<file path="src/rtl/core/slp_pkg.sv">
package slp_pkg;

  localparam int OP_W   = 2;
  localparam int POS_W  = 32;
  localparam int NRM_W  = 16;
  localparam int PEN_W  = 32;
  localparam int FI_W   = 4;

  localparam int A_W    = 2 * POS_W + 2 * NRM_W;
  localparam int B_W    = 2 * POS_W;
  localparam int OPD_W  = POS_W + 1;
  localparam int PRD_W  = OPD_W + NRM_W;
  localparam int SUM_W  = PRD_W + 1;
  localparam int FRAC_SH = 14;
  localparam int SH_W   = SUM_W - FRAC_SH;

  localparam logic [OP_W-1:0] OP_FACE = 2'd0;
  localparam logic [OP_W-1:0] OP_VERT = 2'd1;
  localparam logic [OP_W-1:0] OP_EVAL = 2'd2;
  localparam logic [OP_W-1:0] OP_NOP  = 2'd3;

  typedef struct packed {
    logic wr_a;
    logic wr_b;
    logic issue;
    logic is_dist;
    logic first;
    logic load_res;
    logic empty;
  } slp_cmd_t;

  typedef struct packed {
    logic pipe_busy;
  } slp_sts_t;

endpackage

</file>
<file path="src/rtl/core/slp_ctrl.sv">
module slp_ctrl import slp_pkg::*; #(
  parameter int MAX_A_FACES    = 16,
  parameter int MAX_B_VERTICES = 16,
  localparam int AW  = $clog2(MAX_A_FACES),
  localparam int BW  = $clog2(MAX_B_VERTICES)
) (
  input  logic            clk,
  input  logic            rst,
  input  logic            req_valid,
  input  logic [OP_W-1:0] req_opcode,
  output logic            req_ready,
  output logic            res_valid,
  input  logic            res_ready,
  output slp_cmd_t        cmd,
  input  slp_sts_t        sts,
  output logic [AW-1:0]   a_idx,
  output logic [BW-1:0]   b_idx
);

  localparam int ACW = $clog2(MAX_A_FACES + 1);
  localparam int BCW = $clog2(MAX_B_VERTICES + 1);

  localparam logic [2:0] ST_IDLE  = 3'd0;
  localparam logic [2:0] ST_SCAN  = 3'd1;
  localparam logic [2:0] ST_WAIT  = 3'd2;
  localparam logic [2:0] ST_DRAIN = 3'd3;
  localparam logic [2:0] ST_DONE  = 3'd4;

  logic [2:0]     state, state_next;
  logic [ACW-1:0] a_count, a_count_next;
  logic [BCW-1:0] b_count, b_count_next;
  logic [AW-1:0]  i_cnt, i_cnt_next;
  logic [BW-1:0]  j_cnt, j_cnt_next;
  logic           res_full, res_full_next;
  logic           empty;
  logic           a_last, b_last;

  assign empty  = (a_count == '0) || (b_count == '0);
  assign a_last = (ACW'(i_cnt) + ACW'(1)) == a_count;
  assign b_last = (BCW'(j_cnt) + BCW'(1)) == b_count;

  assign req_ready = (state == ST_IDLE);
  assign res_valid = res_full;
  assign a_idx     = (state == ST_IDLE) ? a_count[AW-1:0] : i_cnt;
  assign b_idx     = (state == ST_IDLE) ? b_count[BW-1:0] : j_cnt;

  always_comb begin
    state_next    = state;
    a_count_next  = a_count;
    b_count_next  = b_count;
    i_cnt_next    = i_cnt;
    j_cnt_next    = j_cnt;
    res_full_next = res_full & ~res_ready;
    cmd           = '0;
    unique case (state)
      ST_IDLE: begin
        if (req_valid) begin
          unique case (req_opcode)
            OP_FACE: begin
              if (a_count < ACW'(MAX_A_FACES)) begin
                cmd.wr_a     = 1'b1;
                a_count_next = a_count + ACW'(1);
              end
            end
            OP_VERT: begin
              if (b_count < BCW'(MAX_B_VERTICES)) begin
                cmd.wr_b     = 1'b1;
                b_count_next = b_count + BCW'(1);
              end
            end
            OP_EVAL: begin
              i_cnt_next = '0;
              j_cnt_next = '0;
              state_next = empty ? ST_DONE : ST_SCAN;
            end
            OP_NOP: begin
            end
            default: begin
            end
          endcase
        end
      end
      ST_SCAN: begin
        cmd.issue = 1'b1;
        cmd.first = (j_cnt == '0);
        if (b_last) begin
          state_next = ST_WAIT;
        end else begin
          j_cnt_next = j_cnt + BW'(1);
        end
      end
      ST_WAIT: begin
        if (!sts.pipe_busy) begin
          cmd.issue   = 1'b1;
          cmd.is_dist = 1'b1;
          cmd.first   = (i_cnt == '0);
          if (a_last) begin
            state_next = ST_DRAIN;
          end else begin
            i_cnt_next = i_cnt + AW'(1);
            j_cnt_next = '0;
            state_next = ST_SCAN;
          end
        end
      end
      ST_DRAIN: begin
        if (!sts.pipe_busy) begin
          state_next = ST_DONE;
        end
      end
      ST_DONE: begin
        if (!res_full) begin
          cmd.load_res  = 1'b1;
          cmd.empty     = empty;
          a_count_next  = '0;
          b_count_next  = '0;
          res_full_next = 1'b1;
          state_next    = ST_IDLE;
        end
      end
      default: begin
        state_next = ST_IDLE;
      end
    endcase
  end

  always_ff @(posedge clk) begin
    if (rst) begin
      state    <= ST_IDLE;
      a_count  <= '0;
      b_count  <= '0;
      i_cnt    <= '0;
      j_cnt    <= '0;
      res_full <= 1'b0;
    end else begin
      state    <= state_next;
      a_count  <= a_count_next;
      b_count  <= b_count_next;
      i_cnt    <= i_cnt_next;
      j_cnt    <= j_cnt_next;
      res_full <= res_full_next;
    end
  end

  a_eval_starts_scan: assert property (@(posedge clk) disable iff (rst)
    (state == ST_IDLE && req_valid && req_opcode == OP_EVAL && !empty) |=> state == ST_SCAN)
    else $error("evaluate with loaded polygons did not start scan");

  a_dist_after_drain: assert property (@(posedge clk) disable iff (rst)
    (cmd.issue && cmd.is_dist) |-> !sts.pipe_busy)
    else $error("distance issued before support search retired");

  a_load_free: assert property (@(posedge clk) disable iff (rst)
    cmd.load_res |-> !res_full)
    else $error("result loaded over a pending result");

  a_count_bound: assert property (@(posedge clk) disable iff (rst)
    (a_count <= ACW'(MAX_A_FACES)) && (b_count <= BCW'(MAX_B_VERTICES)))
    else $error("load count beyond store depth");

  a_done_clears: assert property (@(posedge clk) disable iff (rst)
    (state == ST_DONE && !res_full) |=> (state == ST_IDLE && res_full && a_count == '0))
    else $error("finish did not post result and clear counts");

endmodule

</file>
<file path="config.mk">
export PLATFORM = sky130hd
export DESIGN_NAME = slp_ctrl
export DESIGN_NICKNAME = d
export VERILOG_FILES = /design/src/rtl/core/slp_pkg.sv /design/src/rtl/core/slp_ctrl.sv
export SDC_FILE = /design/constraint.sdc
export NUM_CORES = 1
export LEC_CHECK = 0
export BUFFER_PORTS_ARGS = -buffer_cell sky130_fd_sc_hd__buf_2
export CAP_MARGIN = 10
export CORE_ASPECT_RATIO = 0.75
export CORE_UTILIZATION = 50
export DETAILED_ROUTE_END_ITERATION = 6
export GPL_ROUTABILITY_DRIVEN = 0
export PLACE_DENSITY = 0.83
export SLEW_MARGIN = 5
export SYNTH_ARGS = -nofsm -noshare
export SYNTH_HDL_FRONTEND = slang
export SYNTH_SLANG_ARGS = --single-unit
</file>
<file path="constraint.sdc">
create_clock -name clk -period 6.4 [get_ports clk]
set_clock_uncertainty 0.2 [all_clocks]
set_input_delay 0.96 -clock clk [delete_from_list [all_inputs] [get_ports clk]]
set_output_delay 0.96 -clock clk [all_outputs]
set_load 0.01 [all_outputs]
</file>
# ---- Word-level counts from Yosys, hierarchy flattened
# Cells that the tools add are included.
# Widths: inputs -> output; s select.
dict set report word_totals {
  mem_bits_ro 0
  ramBits 0
  n_memories 0
  elab_cells 94
  latch_bits 0
  regBits 22
  in_bits 7
}
dict set report op_classes {
  multipliers 0
  addsub 6
  n_reduce_logical 15
  div_mod_pow 0
  mux 43
  n_shift 0
  n_bitwise 2
  eq_ne 20
  order_cmp 2
}
# cell count
set op_table {}
lappend op_table {{$mux 4} 9}
lappend op_table {{$mux 5} 7}
lappend op_table {{$mux 3} 8}
lappend op_table {{$pmux 5 s2} 2}
lappend op_table {{$pmux 3 s5} 1}
lappend op_table {{$reduce_and 5->1} 3}
lappend op_table {{$ne 2x2->1 const B} 7}
lappend op_table {{$pmux 4 s3} 1}
lappend op_table {{$reduce_and 6->1} 2}
lappend op_table {{$add 4x1->5 const B} 2}
lappend op_table {{$add 5x1->5 const B} 2}
lappend op_table {{$eq 5x5->1} 2}
lappend op_table {{$logic_not 5->1} 2}
lappend op_table {{$lt 5x5->1 const B} 2}
lappend op_table {{$mux 2} 5}
lappend op_table {{$ne 2x1->1 const B} 5}
lappend op_table {{$add 4x1->4 const B} 2}
lappend op_table {{$logic_not 4->1} 2}
lappend op_table {{$pmux 4 s2} 1}
lappend op_table {{$mux 1} 7}
lappend op_table {{$eq 3x2->1 const B} 2}
lappend op_table {{$pmux 1 s2} 2}
lappend op_table {{$reduce_bool 2->1} 2}
lappend op_table {{$eq 3x1->1 const B} 1}
lappend op_table {{other kinds (9)} 9}

# ---- Longest topological paths before layout
dict set report depth {
  word_depth 6
  mapped_depth 8
  mapped_depth_nobuf 8
}

# ---- Worst setup path before layout
# Ideal clock, no wire load.
dict set report synth_timing {
  path_kind {input port to output port}
  from {in sts}
  to {out cmd[2] (netlist name)}
  arrival_time_ps 1521
  path_stages 4
  required_time_ps 5240
  path_slack_ps 3719
  path_cell_list {nand2b_1 -> nor2_1 -> nand3_1 -> o41ai_1}
}
# element line_no
set synth_lines {}
lappend synth_lines {{start: declaration} slp_ctrl.sv:15} ;# input slp_sts_t sts,
lappend synth_lines {{end: declaration} slp_ctrl.sv:14} ;# output slp_cmd_t cmd,

# ---- Worst setup path after layout
dict set report layout_timing {
  from {reg state[1]}
  to {out b_idx[2]}
}
dict set report layout_via {
  elab_chain_len 2
}
# element line_no
set layout_rtl {}
lappend layout_rtl {{start: declaration} slp_ctrl.sv:29} ;# logic [2:0] state, state_next;
lappend layout_rtl {{start signal: assignment} slp_ctrl.sv:136} ;# state <= state_next;
lappend layout_rtl {{$logic_not 3->1} slp_ctrl.sv:45} ;# assign b_idx = (state == ST_IDLE) ? b_count[BW-1:0] : j_cnt;
lappend layout_rtl {{$mux 4} slp_ctrl.sv:45}
lappend layout_rtl {{end: declaration} slp_ctrl.sv:17} ;# output logic [BW-1:0] b_idx
# Every way passes these cells.

==> results.sh <==
export IMPL_ir_drop_v=0.000212
export IMPL_grt_usage=0.223
export IMPL_startpoint="state[1]"
export IMPL_vias_per_cell=5.41
export IMPL_stdcell_count=259
export IMPL_power_density_nw_per_um2=299
export IMPL_grt_met2_usage=0.297
export IMPL_comb_power_share=0.461
export IMPL_cts_made_buffers=3
export IMPL_antenna_cells=0
export IMPL_use_met3=0.0469
export IMPL_clk_pin_slew_ns=0.08
export IMPL_ys_warn_count=0
export IMPL_end_kind="primary output"
export IMPL_cts_max_path_buffers=2
export IMPL_cap_violations=0
export IMPL_grtUsageMet1=0.352
export IMPL_slew_headroom=0.632
export IMPL_route_detailed_drc=0
export IMPL_grt_pass1_vias=1190
export IMPL_p_int_mw=0.300
export IMPL_cts_resized=0
export IMPL_antenna_found_initial=0
export IMPL_overflow=0
export IMPL_worstReg2RegStart="state[1]"
export IMPL_fp_dieH_um=51.2
export IMPL_path_max_fanout=18
export IMPL_die_w_um=67.6
export IMPL_outcome="finished, final reports clean"
export IMPL_start_util=0.539
export IMPL_cp_num_buf_inv=2
export IMPL_final_util=0.589
export IMPL_portBuffers=23
export IMPL_cp_num_cells=5
export IMPL_cp_slowest_cell="dfxtp_1"
export IMPL_hp_start="j_cnt[1]"
export IMPL_rows=17
export IMPL_pwr_share_seq=0.349
export IMPL_ctsRootBufferMaster="clkbuf_8"
export IMPL_wl_um=3390
export IMPL_min_path_type="reg2reg"
export IMPL_finalCriticalPeriod_ns=3.18
export IMPL_drtIter0Drc=107
export IMPL_cp_arrival_ns=2.02
export IMPL_finalSetupViolations=0
export IMPL_synthTopCellsByCount="29 x nand2_1, 25 x nor2_1, 22 x dfxtp_1"
export IMPL_critical_path_required_ns=5.24
export IMPL_yosysTopAreaCell="dfxtp_1"
export IMPL_power_leakage_nw=0.739
export IMPL_htreeDepth=1
export IMPL_synth_distinct_cells=43
export IMPL_rsz0062_at_grt="false"
export IMPL_wl_per_cell_um=13.1
export IMPL_slew_viol_final=0
export IMPL_synth_edf_count=0
export IMPL_synth_seq_cells=22
export IMPL_place_inst=255
export IMPL_dp_hpwl_um=2610
export IMPL_ys_top_cells_by_area="dfxtp_1 27%, nand2_1 6.7%, ha_1 6.2%"
export IMPL_drive_above_1_share=0.204
export IMPL_die_area_um2=3460
export IMPL_p_switching_mw=0.228
export IMPL_io_pins=24
export IMPL_worstSkewPairLatency_ns=0.27
export IMPL_fillers=286
export IMPL_pwr_share_clk=0.191
export IMPL_crit_chain="or3_1 -> inv_1 -> nand2_1 -> nand2_1 -> buf_2"
export IMPL_async_reset_ff_frac=0
export IMPL_routed_via_count=1402
export IMPL_crit_top_cell="nand2_1"
export IMPL_grt_max_degree=19
export IMPL_synth_top_area_share=0.273
export IMPL_hold_violations=0
export IMPL_avgSynthCellArea_um2=7.84
export IMPL_core_area_um2=3000
export IMPL_ys_seq_area_frac=0.273
export IMPL_cts_setup_buffers=0
export IMPL_criticalPathCategory="reg2out"
export IMPL_holdPathStages=2
export IMPL_tightest_slew_ns=0.551
export IMPL_cts_sinks=22
export IMPL_cpPeakStageDelay_ns=0.67
export IMPL_swShare=0.432
export IMPL_finalPower_mw=0.528
export IMPL_reg2regPathDepth=6
export IMPL_synth_fp_nets=221
export IMPL_yosys_most_used_dff="dfxtp_1"
export IMPL_finalCritPeriodShare=0.497
export IMPL_busiest_layer="met1"
export IMPL_synthesis_area_um2=1620
export IMPL_hold_buffers=0
export IMPL_final_antenna_net_count=0
export IMPL_first_pass_iters=4
export IMPL_fmax_mhz=315
export IMPL_hold_slack_ns=0.337
export IMPL_area_delta_synth_final_pct=9.45
export IMPL_critPathTopFamily="simple AND/OR/NAND/NOR gates"
export IMPL_grt_pass1_wl_um=5740
export IMPL_cts_tree="done"
export IMPL_synthCells=206
export IMPL_yosysMostFrequentCell="nand2_1"
export IMPL_cp_start_kind="flop"
export IMPL_finalNetCount=237
export IMPL_final_setup_tns_ns=0
==> state kept, by name (all words and copies together), names as in the netlist <==
signal and count:
a_count 5, b_count 5, i_cnt 4, j_cnt 4, state 3, res_valid 1
==> power groups by stage <==
stage / clock network, mW / registers (mW) / logic, mW
final: 0.101 / 0.184 / 0.243
after detailed placement: 0 / 0.186 / 0.243
after global placement: 0 / 0.185 / 0.240
after CTS: 0.103 / 0.183 / 0.244
after global routing: 0.110 / 0.188 / 0.276
after floorplan: 0 / 0.168 / 0.216
==> layout by cell type (no fill, tap or decap), types with 7 or more instances in the layout <==
cell,synthesis,final
nor2_1,25,25
o21ai_0,7,7
dfxtp_1,22,22
buf_2,4,23
nand2_1,29,29
xor2_1,9,9
inv_1,12,12
a21oi_1,9,9
ha_1,8,8
xnor2_1,9,9
==> cell families after synthesis <==
logic type,synth area share
AND/OR/NAND/NOR,0.316
AO/OA/AOI/OAI,0.157
buffers and inverters,0.0682
flip-flops,0.273
XOR/XNOR,0.0976
adder cells (fa/ha/maj),0.0620
multiplexers,0.0263
==> final timing paths <==
path	endpoint	slack [ns]
hold / removal	j_cnt[1]	0.34
setup reg to reg	a_count[3]	3.99
setup / recovery	b_idx[2]	3.22
hold reg to reg	j_cnt[1]	0.34
==> metrics by stage <==
| step | setup WS, ns | cell area (um2) |
|---|---|---|
| after floorplan | 3.72 | 1620 |
| after global placement | 3.53 | 1710 |
| after detailed placement | 3.50 | 1710 |
| after CTS | 3.24 | 1770 |
| after global routing | 3.04 | 1770 |
| final | 3.22 | 1770 |
==> worst reg2reg max path, cell delays in order (launching register included) <==
cell      delay [ns]
dfxtp_1         0.49
or3_1           0.68
nor4_4          0.37
o21bai_2        0.21
nand4_1         0.13
xor2_1          0.19
nor2_2          0.04
==> per-layer routing <==
| layer | share of wire | vias to the layer above |
|---|---|---|
| met2 | 0.39 | 35 |
| li1 | - | 735 |
| met5 | 0 | - |
| met1 | 0.56 | 627 |
| met3 | 0.049 | 5 |
| met4 | 0.0080 | 0 |
==> final cells by class <==
type	instances	area (um2)	share of cell area
timing repair buffer	23	115	0.0651
multi-input combinational	160	1060	0.602
tap	38	47.5	0.0269
clock buffer	4	55.1	0.0311
sequential	22	440	0.249
inverter	12	45.0	0.0255
Note: power is estimated with default switching activity, not from simulation.
